===== src/rtl/packet_weighted_mean_anomaly_marker_unit_macros.svh =====
// Assertion macros shared by the anomaly marker RTL.
`ifndef PACKET_WEIGHTED_MEAN_ANOMALY_MARKER_UNIT_MACROS_SVH
`define PACKET_WEIGHTED_MEAN_ANOMALY_MARKER_UNIT_MACROS_SVH

// Same-cycle implication, disabled while reset is active.
`define PWMAM_ASSERT_IMP(label, clk, rst_n, pre, post, msg) \
    label: assert property (@(posedge clk) disable iff (!rst_n) (pre) |-> (post)) \
        else $error(msg);

// Next-cycle implication, disabled while reset is active.
`define PWMAM_ASSERT_NEXT(label, clk, rst_n, pre, post, msg) \
    label: assert property (@(posedge clk) disable iff (!rst_n) (pre) |=> (post)) \
        else $error(msg);

`endif


===== src/rtl/pwmam_pkg.sv =====
// Shared constants, register codes and types of the anomaly marker.
`timescale 1ns / 1ps
package pwmam_pkg;

    localparam int unsigned WEIGHT_SHIFT_DEF = 16;
    localparam int unsigned SCORE_SHIFT_DEF  = 11;
    localparam int unsigned QUEUE_DEPTH_DEF  = 4;

    localparam int unsigned VALUE_W     = 32;
    localparam int unsigned WEIGHT_W    = 17;
    localparam int unsigned WINDOW_W    = 16;
    localparam int unsigned MODE_W      = 2;
    localparam int unsigned CFG_INDEX_W = 3;
    localparam int unsigned CFG_DATA_W  = 32;
    localparam int unsigned PRODUCT_W   = VALUE_W + WEIGHT_W;

    localparam logic [MODE_W-1:0] MODE_ADAPTIVE = 2'd0;
    localparam logic [MODE_W-1:0] MODE_STATIC   = 2'd1;
    localparam logic [MODE_W-1:0] MODE_MARK_ALL = 2'd2;

    localparam logic [CFG_INDEX_W-1:0] REG_MODE               = 3'd0;
    localparam logic [CFG_INDEX_W-1:0] REG_STATIC_THRESHOLD   = 3'd1;
    localparam logic [CFG_INDEX_W-1:0] REG_WINDOW_SIZE        = 3'd2;
    localparam logic [CFG_INDEX_W-1:0] REG_WEIGHT_FIRST       = 3'd3;
    localparam logic [CFG_INDEX_W-1:0] REG_WEIGHT_SECOND      = 3'd4;
    localparam logic [CFG_INDEX_W-1:0] REG_WEIGHT_WINDOW_MEAN = 3'd5;
    localparam logic [CFG_INDEX_W-1:0] REG_WEIGHT_HISTORY     = 3'd6;

    localparam logic [MODE_W-1:0]   RST_MODE               = MODE_ADAPTIVE;
    localparam logic [VALUE_W-1:0]  RST_STATIC_THRESHOLD   = 32'd142;
    localparam logic [WINDOW_W-1:0] RST_WINDOW_SIZE        = 16'd1024;
    localparam logic [WEIGHT_W-1:0] RST_WEIGHT_FIRST       = 17'd45875;
    localparam logic [WEIGHT_W-1:0] RST_WEIGHT_SECOND      = 17'd19660;
    localparam logic [WEIGHT_W-1:0] RST_WEIGHT_WINDOW_MEAN = 17'd19660;
    localparam logic [WEIGHT_W-1:0] RST_WEIGHT_HISTORY     = 17'd45875;

    typedef struct packed {
        logic [MODE_W-1:0]   mode;
        logic [VALUE_W-1:0]  static_threshold;
        logic [WINDOW_W-1:0] window_size;
        logic [WEIGHT_W-1:0] weight_first;
        logic [WEIGHT_W-1:0] weight_second;
        logic [WEIGHT_W-1:0] weight_window_mean;
        logic [WEIGHT_W-1:0] weight_history;
    } cfg_t;

    typedef struct packed {
        logic               mark;
        logic [VALUE_W-1:0] packet_total;
        logic [VALUE_W-1:0] second_report;
        logic [VALUE_W-1:0] history_report;
    } result_t;

endpackage


===== src/rtl/pwmam_queue.sv =====
// Short score queue between the front end and the back end.
`timescale 1ns / 1ps
`include "packet_weighted_mean_anomaly_marker_unit_macros.svh"
module pwmam_queue #(
    parameter int unsigned WIDTH = pwmam_pkg::VALUE_W,
    parameter int unsigned DEPTH = pwmam_pkg::QUEUE_DEPTH_DEF
) (
    input  logic             clk,
    input  logic             rst_n,
    input  logic             push,
    input  logic [WIDTH-1:0] push_data,
    output logic             full,
    input  logic             pop,
    output logic             not_empty,
    output logic [WIDTH-1:0] pop_data
);

    localparam int unsigned PTR_W   = (DEPTH > 1) ? $clog2(DEPTH) : 1;
    localparam int unsigned COUNT_W = $clog2(DEPTH + 1);

    logic [WIDTH-1:0]   mem_reg [DEPTH];
    logic [PTR_W-1:0]   head_reg, head_next;
    logic [PTR_W-1:0]   tail_reg, tail_next;
    logic [COUNT_W-1:0] count_reg, count_next;

    assign full      = (count_reg == COUNT_W'(DEPTH));
    assign not_empty = (count_reg != '0);
    assign pop_data  = mem_reg[head_reg];

    always_comb
    begin
        head_next  = head_reg;
        tail_next  = tail_reg;
        count_next = count_reg;
        if (push)
        begin
            tail_next = (tail_reg == PTR_W'(DEPTH - 1)) ? '0 : tail_reg + 1'b1;
        end
        if (pop)
        begin
            head_next = (head_reg == PTR_W'(DEPTH - 1)) ? '0 : head_reg + 1'b1;
        end
        if (push && !pop)
        begin
            count_next = count_reg + 1'b1;
        end
        else if (pop && !push)
        begin
            count_next = count_reg - 1'b1;
        end
    end

    always_ff @(posedge clk or negedge rst_n)
    begin
        if (!rst_n)
        begin
            head_reg  <= '0;
            tail_reg  <= '0;
            count_reg <= '0;
        end
        else
        begin
            head_reg  <= head_next;
            tail_reg  <= tail_next;
            count_reg <= count_next;
        end
    end

    always_ff @(posedge clk)
    begin
        if (push)
        begin
            mem_reg[tail_reg] <= push_data;
        end
    end

    `PWMAM_ASSERT_IMP(a_no_push_when_full, clk, rst_n, push, !full, "push into a full queue")
    `PWMAM_ASSERT_IMP(a_no_pop_when_empty, clk, rst_n, pop, not_empty, "pop from an empty queue")
    `PWMAM_ASSERT_NEXT(a_count_grows, clk, rst_n, push && !pop, count_reg == COUNT_W'($past(count_reg) + 1'b1), "queue count did not follow a push")

endmodule


===== config.mk =====
export PLATFORM = sky130hd
export DESIGN_NAME = pwmam_queue
export DESIGN_NICKNAME = d
export VERILOG_FILES = /design/src/rtl/pwmam_pkg.sv /design/src/rtl/pwmam_queue.sv
export VERILOG_INCLUDE_DIRS = /design/src /design/src/rtl
export SDC_FILE = /design/constraint.sdc
export NUM_CORES = 1
export LEC_CHECK = 0
export BUFFER_PORTS_ARGS = -buffer_cell sky130_fd_sc_hd__buf_2
export CORE_ASPECT_RATIO = 1.2
export CORE_MARGIN = 8
export CORE_UTILIZATION = 61
export CTS_CLUSTER_DIAMETER = 120
export DETAILED_ROUTE_END_ITERATION = 12
export GPL_ROUTABILITY_DRIVEN = 0
export GPL_TIMING_DRIVEN = 0
export HOLD_SLACK_MARGIN = 0.02
export PLACE_DENSITY = 0.94
export SLEW_MARGIN = 20
export SYNTH_ARGS = -nofsm -noshare
export SYNTH_HDL_FRONTEND = slang
export SYNTH_SLANG_ARGS = --single-unit

===== constraint.sdc =====
create_clock -name clk -period 3.4 [get_ports clk]
set_input_delay 0.68 -clock clk [delete_from_list [all_inputs] [get_ports clk]]
set_output_delay 0.68 -clock clk [all_outputs]
set_load 0.01 [all_outputs]

# == Word-level counts from Yosys, hierarchy flattened ==
# Memory sizes are Yosys's and may differ from the RTL's.
# Index checks and enable logic that the tools add are counted.
# word_totals
ff_bits,7
latch_bits,0
ram_bits,128
romBits,0
in_bits,36
elab_cells,23
mem_count,1
# classes
add_sub_neg,4
multipliers,0
div_mod_pow,0
magnitude_cmp,0
eq_ne,3
shift,0
muxes,6
bitwise_logic,0
n_reduce_logical,6
# mem_list
memory,words,word_bits,read_ports,rd_ports_with_merged_regs,wr,line_no,rtl
mem_reg,4,32,1,0,1,pwmam_queue.sv:21,logic [WIDTH-1:0] mem_reg [DEPTH];
# ops
op,count
two-way mux 3 bit,2
"adder 2 x 1 -> 2 bit, second input constant",2
"== test 2 bit, second input constant",2
two-way mux 2 bit,2
"adder 3 x 1 -> 3 bit, second input constant",1
"== test 3 bit, second input constant",1
nonzero test 3 bit,1
"subtractor 3 x 1 -> 3 bit, second input constant",1
logical AND 1 bit,2
zero test 1 bit,2
two-way mux 1 bit,2
nonzero test 2 bit,1

# == Longest topological paths before layout ==
# Gate-level depths: netlist (run 1).
# depth
depth_word,4
mapped_depth,7

# == Least setup slack after synthesis (run 1) ==
# OpenSTA, ideal clock, no wires.
# synth_path
path_kind,input-to-reg
from,in push
to,"mem mem_reg[3][0] (netlist bit), enable pin"
arrival_time_ns,1.475
required_ns,3.008
slack_ns,1.533
path_stages,1
path_buffers,0
path_cell_list,and2_1
# synth_via
elab_chain_len,2
# synth_rtl
item,line_no,rtl
from (decl),pwmam_queue.sv:10,"input logic push,"
two-way mux 1 bit,pwmam_queue.sv:71,if (push)
two-way mux 1 bit (not written as such),pwmam_queue.sv:73,mem_reg[tail_reg] <= push_data;
to (decl),pwmam_queue.sv:21,
# No other way between the ends.

# == Worst setup path after layout (run 1) ==
# layout_path
from,reg head_reg[1]
to,out pop_data[14]
# layout_via
elab_chain_len,1
# layout_rtl
item,line_no,rtl
from (decl),pwmam_queue.sv:22,"logic [PTR_W-1:0] head_reg, head_next;"
from (signal assigned),pwmam_queue.sv:63,head_reg <= head_next;
memory (4 x 32 bit),-,
to (decl),pwmam_queue.sv:15,output logic [WIDTH-1:0] pop_data
# No other way between the ends.

==> flow_summary_export.csv, run 1 <==
group,metric,value,unit
outcome,outcome,"complete, no violations",
timing,finalSetupViolCount,0,
finish,post_synthesis_to_final_layout_area_growth,23.1,%
power,total_power,5.58,mW
route,post_drt_via_cell_ratio,5.73,
synthesis,asyncSetResetFlopFracSynth,0.0519,
route,route.detailed.wl_per_inst,22.6,um
cts,cts_sinks,135,
synthesis,synth_cells,205,
timing,fin_worst_skew,0.00710,ns
critical_path,timing.setup.critical_path_class,"reg -> out",
finish,final_cell_area,6260,um2
synthesis,synth_seq_cells,135,
finish,num_antenna_cells,0,
timing,timing.final.crit_share,0.792,
critical_path,crit_path_cell_trace,"clkbuf_1 -> buf_2 -> mux4_1 -> buf_2",
die,floorplan.die.width,99.3,um
place,place.detailed.instances,373,
critical_path,master_of_the_slowest_instance_on_the_critical_path,"mux4_1",
critical_path,critPathRequiredTime,2.72,ns
cts,clock_transition_at_the_register_clock_pins_on_the_worst_setup_and_hold_paths_after_cts,0.06,ns
global_routing,grt_pass1_vias,2625,
route,num_vias,2327,
route,drt_first_iter_violations,117,
synthesis,synth_seq_area_share,0.791,
route,final_wirelength,9.19,mm
power,vdd_drop_max,0.000643,V
synthesis,mappedNetlistNets,248,
run,cap_violations,0,
synthesis,synthFlopType,"edfxtp_1",
global_routing,grt_pass1_wl,14.6,mm
place,place_hpwl,5.83,mm
synthesis,synth.top_cell.area_share,0.756,
cts,cts-root-buf,"clkbuf_8",
route,drt_drc_violations_left,0,
timing,max_slew_margin,0.665,
die,die_h,116,um
critical_path,critical-path-max-stage-delay,0.36,ns
die,starting_density,0.627,
finish,largest_register_ff_count,128,
cts,clock_insertion_delay_worst_skew,0.52,ns
die,number_of_top_level_pins,70,
synthesis,edff_count_synth,128,
die,rows,36,
global_routing,grt_antenna_before_repair,1,
critical_path,crit_path_end_kind,"output port",
timing,report.final.hold_viol_count,0,
timing,max_freq,372,MHz
synthesis,syn-cell-area,5080,um2
finish,layout.cells.non_filler,406,
place,placement.cell_area,5660,um2
global_routing,globalRoute.totalOverflow,0,
synthesis,synth_area_leader_cell,"edfxtp_1",
cts,cts_inserted_buffers,17,
global_routing,grt_start_max_net_pins,19,
die,area_of_the_core,8110,um2
critical_path,critPathMostFrequentCell,"buf_2",
synthesis,yosys_warnings,0,
critical_path,critPathLaunchType,"register",
synthesis,avgSynthCellArea,24.8,um2
power,p_leak,2.25,nW
synthesis,ys_types,20,
finish,post_route_cells_drive_above_1_share,0.466,
timing,period_needed,2.69,ns
critical_path,worstPathMaxFanout,10,
timing,number_of_max_slew_violations_in_the_final_report,0,
finish,num-nets-final,341,
timing,fin_tns_setup,0,ns
power,power-per-cell-area,891,nW/um2
finish,fillers,445,
die,floorplan.die_area,11500,um2
place,port_buffers,69,
cts,tritoncts,"built",
cts,htreeDepth,4,
synthesis,post_synth_main_area_contributors,"edfxtp_1, mux4_2, dfrtp_1",
critical_path,critPathArrivalTime,2.01,ns
route,route.antenna.remaining_nets,0,
timing,unrepaired_setup_endpoints_after_global_routing,"no",
global_routing,grt_use_total,0.177,
cts,post-cts-setup-buffer-count,0,
min_path,hp-class,"in -> reg",
cts,clockBufferDepth,2,
synthesis,most_numerous_cell_in_the_yosys_netlist,"edfxtp_1",
timing,worst_pin_slew,0.502,ns
synthesis,synth_commonest_cells,"edfxtp_1, mux4_2, dfrtp_1",
route,detailedRoute.firstPassIterationCount,4,
-- worst paths after layout --
check                                         startpoint  slack [ns]  depth (start not counted)                  endpoint
max in group asynchronous                          rst_n        2.68                          2   tail_reg[1]$_DFFE_PN0P_
min in group asynchronous                          rst_n        0.54                          2  count_reg[0]$_DFFE_PN0P_
worst min-delay path                       push_data[10]        0.38                          1  mem_reg[3][10]$_DFFE_PP_
worst min register to register  count_reg[2]$_DFFE_PN0P_        0.50                          1  count_reg[2]$_DFFE_PN0P_
worst max register to register   tail_reg[0]$_DFFE_PN0P_        1.74                          4  mem_reg[0][16]$_DFFE_PP_
worst max-delay path             head_reg[1]$_DFFE_PN0P_        0.71                          4              pop_data[14]
-- final cells by class --
cell class / count / area [um2] / area share
Clock buffer: 20 / 435 / 0.0696
Inverter: 4 / 15.0 / 0.00240
Timing Repair Buffer: 74 / 465 / 0.0744
Tap cell: 95 / 119 / 0.0190
Sequential cell: 135 / 4020 / 0.642
Clock inverter: 12 / 150 / 0.0240
Multi-Input combinational cell: 58 / 963 / 0.154
Buffer: 8 / 90.1 / 0.0144
-- repair_timing --
item	CTS	global route
hold buffers	1	0
endpoints found under the hold margin	7	0
resized for setup	0	0
-- kinds of logic after synthesis --
kind of cell / after synthesis / share of synthesized area
multiplexers: 35 / 0.151
buffers and inverters: 12 / 0.0207
AND/OR/NAND/NOR: 11 / 0.0113
flip-flops: 135 / 0.791
AO/OA/AOI/OAI: 2 / 0.00197
XOR/XNOR: 3 / 0.00517
adder cells (fa/ha/maj): 7 / 0.0187
-- per-layer routing --
layer	track usage	vias up	part of all wire	routed length (um)
li1	-	1055	-	-
met1	0.200	1181	0.39	3570
met2	0.299	72	0.54	4920
met3	0.0553	17	0.056	514
met4	0.0880	2	0.019	176
met5	0	-	0.0011	10
-- through the flow --
stage / util / hold WS (ns) / setup WS [ns]
3_3_place_gp: 0.684 / 0.465 / 0.848
3_5_place_dp: 0.698 / 0.488 / 1.24
5_1_grt: 0.772 / 0.359 / 0.589
6_report: 0.772 / 0.377 / 0.709
2_1_floorplan: - / 0.384 / 1.53
4_1_cts: 0.772 / 0.359 / 0.638
-- where the power goes --
part / switching [mW] / total [mW] / internal, mW
clock: 0.649 / 1.78 / 1.13
sequential: 0.0977 / 2.24 / 2.14
combinational: 0.774 / 1.55 / 0.781
total: 1.52 / 5.58 / 4.06
-- worst max-delay path: cells and delay by family (launching register included) --
| family | cells | cell delay, ns |
|---|---|---|
| flops | 1 | 0.35 |
| buf+inv | 3 | 0.78 |
| mux | 1 | 0.36 |
-- placed cells by master, fill, tap and decap left out, types with 2 or more instances in the layout --
| master | instances |
|---|---|
| edfxtp_1 | 128 |
| buf_2 | 72 |
| mux4_2 | 28 |
| clkbuf_16 | 16 |
| dfrtp_1 | 7 |
| ha_1 | 6 |
| inv_1 | 4 |
| and2_2 | 4 |
| mux4_1 | 4 |
| clkinv_2 | 4 |
| buf_16 | 4 |
| buf_12 | 3 |
| clkbuf_1 | 3 |
| mux2_2 | 3 |
| nor2_1 | 3 |
| bufinv_16 | 3 |
| clkinvlp_4 | 3 |
| nand2_1 | 2 |
| o21ai_0 | 2 |
| xor2_1 | 2 |
| clkbuf_8 | 2 |
No activity file was read; power rests on OpenSTA's default activity.
==> run 2, diff against run 1 <==
--- a/config.mk
+++ b/config.mk
@@ -6,16 +6,17 @@
 export SDC_FILE = /design/constraint.sdc
 export NUM_CORES = 1
 export LEC_CHECK = 0
+export ABC_AREA = 1
 export BUFFER_PORTS_ARGS = -buffer_cell sky130_fd_sc_hd__buf_2
 export CORE_ASPECT_RATIO = 1.2
 export CORE_MARGIN = 8
-export CORE_UTILIZATION = 61
+export CORE_UTILIZATION = 52
 export CTS_CLUSTER_DIAMETER = 120
 export DETAILED_ROUTE_END_ITERATION = 12
 export GPL_ROUTABILITY_DRIVEN = 0
 export GPL_TIMING_DRIVEN = 0
 export HOLD_SLACK_MARGIN = 0.02
-export PLACE_DENSITY = 0.94
+export PLACE_DENSITY = 0.86
 export SLEW_MARGIN = 20
 export SYNTH_ARGS = -nofsm -noshare
 export SYNTH_HDL_FRONTEND = slang
==> constraint.sdc (replaced) <==
create_clock -name clk -period 2.39 [get_ports clk]
set_input_delay 0.478 -clock clk [delete_from_list [all_inputs] [get_ports clk]]
set_output_delay 0.478 -clock clk [all_outputs]
set_load 0.01 [all_outputs]
==> run 2 against run 1 <==
Effect of this change:
- core utilization fell by 13 points
- synthesized cell count up 110%
- cell area rose by 8.1%
- wire length up 31%
- die area rose by 24%
- critical endpoint is now pop_data[8]
- synthesized area is 9.4% higher
- register-to-register slack got worse by 0.99 ns
- power up 51%
==> flow_summary_export.csv, run 2 <==
group,metric,value,unit
die,area_of_the_core,10500,um2
cts,htreeDepth,4,
critical_path,master_of_the_slowest_instance_on_the_critical_path,"dfrtp_1",
cts,cts_sinks,135,
power,share_comb_of_total_power,0.321,
finish,post_synthesis_to_final_layout_area_growth,21.7,%
route,drt_first_iter_violations,208,
place,port_buffers,69,
critical_path,crit_family,"buffers and inverters",
synthesis,synth_cells,427,
timing,finalSetupViolCount,0,
min_path,min-delay-start,"push_data[22]",
synthesis,synth_simple_gate_area_share,0.0805,
power,proportion_of_power_drawn_by_the_clock_network,0.302,
timing,fin_worst_skew,0.00759,ns
synthesis,synth.top_cell.area_share,0.691,
global_routing,grt_pass1_wl,19.0,mm
synthesis,mappedNetlistNets,470,
route,post_route_m1_wl,4.60,mm
cts,clock_insertion_delay_worst_skew,0.41,ns
route,post_drt_via_cell_ratio,5.30,
power,power-per-cell-area,1250,nW/um2
power,power.share.switching,0.335,
power,switching_power,2.83,mW
timing,report.final.hold_viol_count,0,
critical_path,critPathArrivalTime,1.74,ns
route,route.antenna.remaining_nets,0,
power,cell_internal_power,5.61,mW
synthesis,synth_seq_area_share,0.723,
critical_path,crit-reg2reg-launch,"tail_reg[0]$_DFFE_PN0P_",
critical_path,timing.setup.critical_path_class,"reg -> out",
finish,final_common_cell,"edfxtp_1",
route,detailedRoute.firstPassIterationCount,4,
timing,unrepaired_setup_endpoints_after_global_routing,"no",
route,num_vias,3517,
die,number_of_top_level_pins,70,
critical_path,crit_path_cell_trace,"inv_2 -> buf_6 -> buf_6 -> nand2_1 -> o211ai_1 -> nand2_1 -> buf_2",
synthesis,synth_commonest_cells,"edfxtp_1, nand2_1, inv_1",
synthesis,synth_xor_xnor_area_share,0.00157,
cts,cts-root-buf,"clkbuf_16",
finish,final_cell_area,6770,um2
synthesis,synthAdderAreaFrac,0.0171,
global_routing,globalRoute.totalOverflow,0,
outcome,outcome,"complete, no violations",
synthesis,ys_types,19,
synthesis,synth_seq_cells,135,
synthesis,asyncSetResetFlopFracSynth,0.0519,
place,place_hpwl,7.68,mm
die,floorplan.die_area,14300,um2
route,routed.top_layer,"met4",
power,p_leak,2.85,nW
critical_path,critPathLaunchType,"register",
synthesis,yosys_warnings,0,
die,rows,41,
synthesis,avgSynthCellArea,13.0,um2
critical_path,critical-path-max-stage-delay,0.41,ns
critical_path,crit_buf_inv,4,
critical_path,crit_path_end_kind,"output port",
timing,max_slew_margin,0.674,
place,placement.cell_area,6160,um2
cts,cts.hold.buffers_added,1,
die,floorplan.die.width,110,um
cts,tritoncts,"built",
power,power.sequential.fraction,0.376,
route,wl_met3,730,um
timing,timing.final.crit_share,0.927,
synthesis,synth_area_leader_cell,"edfxtp_1",
finish,largest_register_ff_count,128,
finish,post_route_cells_drive_above_1_share,0.244,
synthesis,synth-compound-area-share,0.0900,
die,die_h,129,um
critical_path,critPathRequiredTime,1.91,ns
power,vdd_drop_max,0.000774,V
route,final_wirelength,12.1,mm
die,starting_density,0.531,
synthesis,post_synth_mux_area_share,0,
synthesis,main_combinational_cell_family_by_area_after_synthesis,"compound AO/OA/AOI/OAI gates",
cts,clock_transition_at_the_register_clock_pins_on_the_worst_setup_and_hold_paths_after_cts,0.06,ns
critical_path,worstPathMaxFanout,10,
cts,ctsResizeCount,0,
timing,period_needed,2.21,ns
global_routing,grt_antenna_before_repair,0,
route,route.detailed.wl_per_inst,18.2,um
synthesis,edff_count_synth,128,
timing,worst_pin_slew,0.488,ns
route,drt_drc_violations_left,0,
cts,clockBufferDepth,2,
synthesis,post_synth_main_area_contributors,"edfxtp_1, o211ai_1, nand2_1",
timing,max_freq,452,MHz
run,cap_violations,0,
global_routing,grt_use_total,0.173,
synthesis,most_numerous_cell_in_the_yosys_netlist,"edfxtp_1",
cts,post-cts-setup-buffer-count,0,
synthesis,syn-cell-area,5560,um2
timing,number_of_max_slew_violations_in_the_final_report,0,
synthesis,synthFlopType,"edfxtp_1",
global_routing,grt_start_max_net_pins,27,
global_routing,grt_pass1_vias,3739,
finish,final_util,0.647,
finish,num-nets-final,563,
finish,final_cell_mix,"edfxtp_1, nand2_1, buf_2, inv_1, o211ai_1",
cts,cts_inserted_buffers,17,
timing,fin_tns_setup,0,ns
min_path,hp-class,"in -> reg",
critical_path,critPathLaunch,"head_reg[0]$_DFFE_PN0P_",
route,routed_length_on_met2,6.56,mm
==> run 2: cell type report <==
class | instances | area, um2
buffer | 21 | 201
timing repair buffer | 74 | 450
inverter | 77 | 289
tap | 129 | 161
clock inverter | 15 | 165
antenna | 1 | 2.50
fill | 735 | 3700
clock buffer | 17 | 425
sequential | 135 | 4020
multi-input combinational | 194 | 1050
==> run 2: stage by stage <==
step / setup slack [ns] / instances / power [mW] / hold slack, ns
after floorplan: 0.709 / 427 / 4.85 / 0.182
after global placement: 0.197 / 625 / 5.74 / 0.317
after detailed placement: 0.626 / 629 / 5.95 / 0.327
after CTS: 0.166 / 662 / 8.51 / 0.267
after global routing: 0.0690 / 662 / 8.88 / 0.264
final: 0.175 / 663 / 8.44 / 0.279
==> run 2: cells by family after synthesis <==
logic type	Yosys count
buffers and inverters	98
adders and majority gates	7
DFF	135
and+or+nand+nor	118
xor gates and xnor gates	1
AOI/OAI and AO/OA	68
==> run 2: power by group through the flow <==
stage | Sequential, mW | Clock [mW] | Combinational (mW)
2_1_floorplan | 3.19 | 0 | 1.66
3_3_place_gp | 3.21 | 0 | 2.52
3_5_place_dp | 3.22 | 0 | 2.73
4_1_cts | 3.17 | 2.57 | 2.76
5_1_grt | 3.21 | 2.67 | 2.99
6_report | 3.18 | 2.55 | 2.71
==> run 2: final timing paths <==
kind                       slack, ns                        to  cells after the start
hold / removal                  0.28  mem_reg[1][22]$_DFFE_PP_                      1
setup reg to reg                0.75  mem_reg[2][12]$_DFFE_PP_                      5
setup / recovery                0.18               pop_data[8]                      7
max in group asynchronous       1.78   head_reg[1]$_DFFE_PN0P_                      2
hold reg to reg                 0.47  count_reg[2]$_DFFE_PN0P_                      2
min in group asynchronous       0.44  count_reg[0]$_DFFE_PN0P_                      2
==> run 2: per-layer routing <==
metal | global-route usage | vias to the layer above
met5 | 0 | -
li1 | - | 1670
met2 | 0.311 | 123
met4 | 0.0725 | 0
met3 | 0.0495 | 17
met1 | 0.187 | 1707
==> run 3, diff against run 2 <==
--- a/config.mk
+++ b/config.mk
@@ -17,6 +17,7 @@
 export GPL_TIMING_DRIVEN = 0
 export HOLD_SLACK_MARGIN = 0.02
 export PLACE_DENSITY = 0.86
+export REMOVE_ABC_BUFFERS = 1
 export SLEW_MARGIN = 20
 export SYNTH_ARGS = -nofsm -noshare
 export SYNTH_HDL_FRONTEND = slang
==> run 3 against run 2 <==
Effect of this change:
- clock power down 7%
- cell area fell by 2.4%
- combinational power decreased by 14%
- count of clock-buffer cells in the layout is 3 higher
- critical path type unchanged
- critical endpoint is now pop_data[4]
- largest cell class unchanged
- highest routed layer unchanged
==> flow_summary_export.csv, run 3 (synthesis gave the netlist of run 2 again) <==
group,metric,value,unit
timing,max_slew_margin,0.686,
die,starting_density,0.531,
critical_path,worstPathMaxFanout,34,
finish,fillers,761,
die,number_of_top_level_pins,70,
route,drt_first_iter_violations,289,
timing,timing.final.crit_share,0.929,
die,rows,41,
critical_path,crit_path_end_kind,"output port",
cts,clock_insertion_delay_worst_skew,0.40,ns
global_routing,grt_pass1_wl,17.7,mm
route,route.antenna.remaining_nets,0,
die,die_h,129,um
place,port_buffers,69,
critical_path,critPathRequiredTime,1.91,ns
timing,layout_setup_ws,0.170,ns
global_routing,grt_pass1_vias,3576,
power,power.share.switching,0.324,
die,floorplan.die.width,110,um
critical_path,worst_reg_to_reg_cells,5,
critical_path,critPathLaunchType,"register",
timing,finalSetupViolCount,0,
run,cap_violations,0,
timing,number_of_max_slew_violations_in_the_final_report,0,
place,place_hpwl,6.39,mm
power,share_comb_of_total_power,0.291,
global_routing,globalRoute.totalOverflow,0,
power,proportion_of_power_drawn_by_the_clock_network,0.296,
cts,tritoncts,"built",
place,place_worst_setup_slack,0.0491,ns
route,route.detailed.wl_per_inst,16.9,um
die,area_of_the_core,10500,um2
cts,cts_sinks,135,
timing,max_freq,450,MHz
global_routing,grt_start_max_net_pins,37,
timing,worst_hold_slack,0.297,ns
power,power.sequential.fraction,0.413,
critical_path,timing.setup.critical_path_class,"reg -> out",
power,switching_power,2.60,mW
finish,num_antenna_cells,0,
cts,post-cts-setup-buffer-count,0,
finish,post_route_cells_drive_above_1_share,0.210,
timing,worst_pin_slew,0.471,ns
outcome,outcome,"complete, no violations",
finish,layout.cells.non_filler,643,
route,drt_drc_violations_left,0,
route,post_drt_via_cell_ratio,5.24,
cts,clock_transition_at_the_register_clock_pins_on_the_worst_setup_and_hold_paths_after_cts,0.06,ns
cts,htreeDepth,4,
critical_path,regToRegSetupSlack,0.71,ns
min_path,hp-class,"in -> reg",
finish,num-nets-final,545,
timing,fin_worst_skew,0.00850,ns
route,num_vias,3369,
place,place.detailed.instances,609,
cts,cts_inserted_buffers,17,
route,final_wirelength,10.9,mm
cts,cts-root-buf,"clkbuf_16",
global_routing,grt_antenna_before_repair,0,
die,floorplan.die_area,14300,um2
timing,period_needed,2.22,ns
power,p_leak,2.74,nW
route,detailedRoute.firstPassIterationCount,4,
finish,post_synthesis_to_final_layout_area_growth,18.7,%
global_routing,grt_use_total,0.158,
finish,largest_register_ff_count,128,
power,cell_internal_power,5.42,mW
timing,report.final.hold_viol_count,0,
critical_path,critPathArrivalTime,1.74,ns
power,vdd_drop_max,0.000656,V
min_path,min_delay_path_depth,1,
power,power-per-cell-area,1210,nW/um2
finish,final_common_cell,"edfxtp_1",
cts,clockBufferDepth,2,
finish,final_cell_area,6600,um2
timing,unrepaired_setup_endpoints_after_global_routing,"no",
finish,final_cell_mix,"edfxtp_1, nand2_1, inv_1, buf_2, o211ai_1",
place,placement.cell_area,5990,um2
[run 3: cell count changes in the layout (fill, tap and decap cells not counted), sizes merged]
cell    change
buf        -18
inv         -6
clkinv      +3
clkbuf      +2
diode       -1
[run 3: repair_timing]
action,4_1_cts,5_1_grt
gates resized for setup,9,2
pin swaps,0,0
hold endpoints to repair,7,0
hold buffers,1,0
cloned,2,0
endpoints found under the setup margin,32,5
[run 3: path summary, 6_finish.rpt]
kind,start,end
max in group asynchronous,rst_n,head_reg[1]$_DFFE_PN0P_
min reg2reg,count_reg[2]$_DFFE_PN0P_,count_reg[2]$_DFFE_PN0P_
min,push_data[9],mem_reg[1][9]$_DFFE_PP_
min in group asynchronous,rst_n,count_reg[0]$_DFFE_PN0P_
max,head_reg[1]$_DFFE_PN0P_,pop_data[4]
max reg2reg,tail_reg[0]$_DFFE_PN0P_,mem_reg[0][0]$_DFFE_PP_
[run 3: cell type report]
type / count / area [um2] / area share
Multi-Input combinational cell: 194 / 1050 / 0.159
Clock buffer: 20 / 437 / 0.0661
Timing Repair Buffer: 76 / 498 / 0.0754
Clock inverter: 11 / 109 / 0.0165
Inverter: 77 / 313 / 0.0474
Tap cell: 129 / 161 / 0.0244
Sequential cell: 135 / 4020 / 0.609
Timing Repair inverter: 1 / 8.76 / 0.00133
[run 3: through the flow]
stage | TNS, ns | total power [mW] | utilization
floorplan | 0 | 4.58 | -
global placement | -31.34 | 5.35 | 0.561
detailed placement | 0 | 5.58 | 0.572
CTS | 0 | 8.11 | 0.632
global route | 0 | 8.49 | 0.631
finish | 0 | 8.02 | 0.631
[run 3: routing by layer]
layer	vias to the layer above	share of wire	track usage
met3	10	0.050	0.0416
met5	-	0	0
met2	93	0.54	0.283
met1	1634	0.40	0.176
met4	0	0.0078	0.0621
li1	1632	-	-
[run 3: power by group through the flow]
stage                     combinational (mW)  clock [mW]  sequential (mW)
after detailed placement                2.26           0             3.32
after global routing                    2.62        2.51             3.36
final                                   2.34        2.37             3.31
after global placement                  2.04           0             3.31
after CTS                               2.41        2.40             3.30
after floorplan                         1.34           0             3.24
[run 3: worst max-delay path, cell delays in order, from the launching register on]
cell	delay [ns]
dfrtp_4	0.67
inv_8	0.29
o211ai_1	0.13
nand2_1	0.10
buf_2	0.13
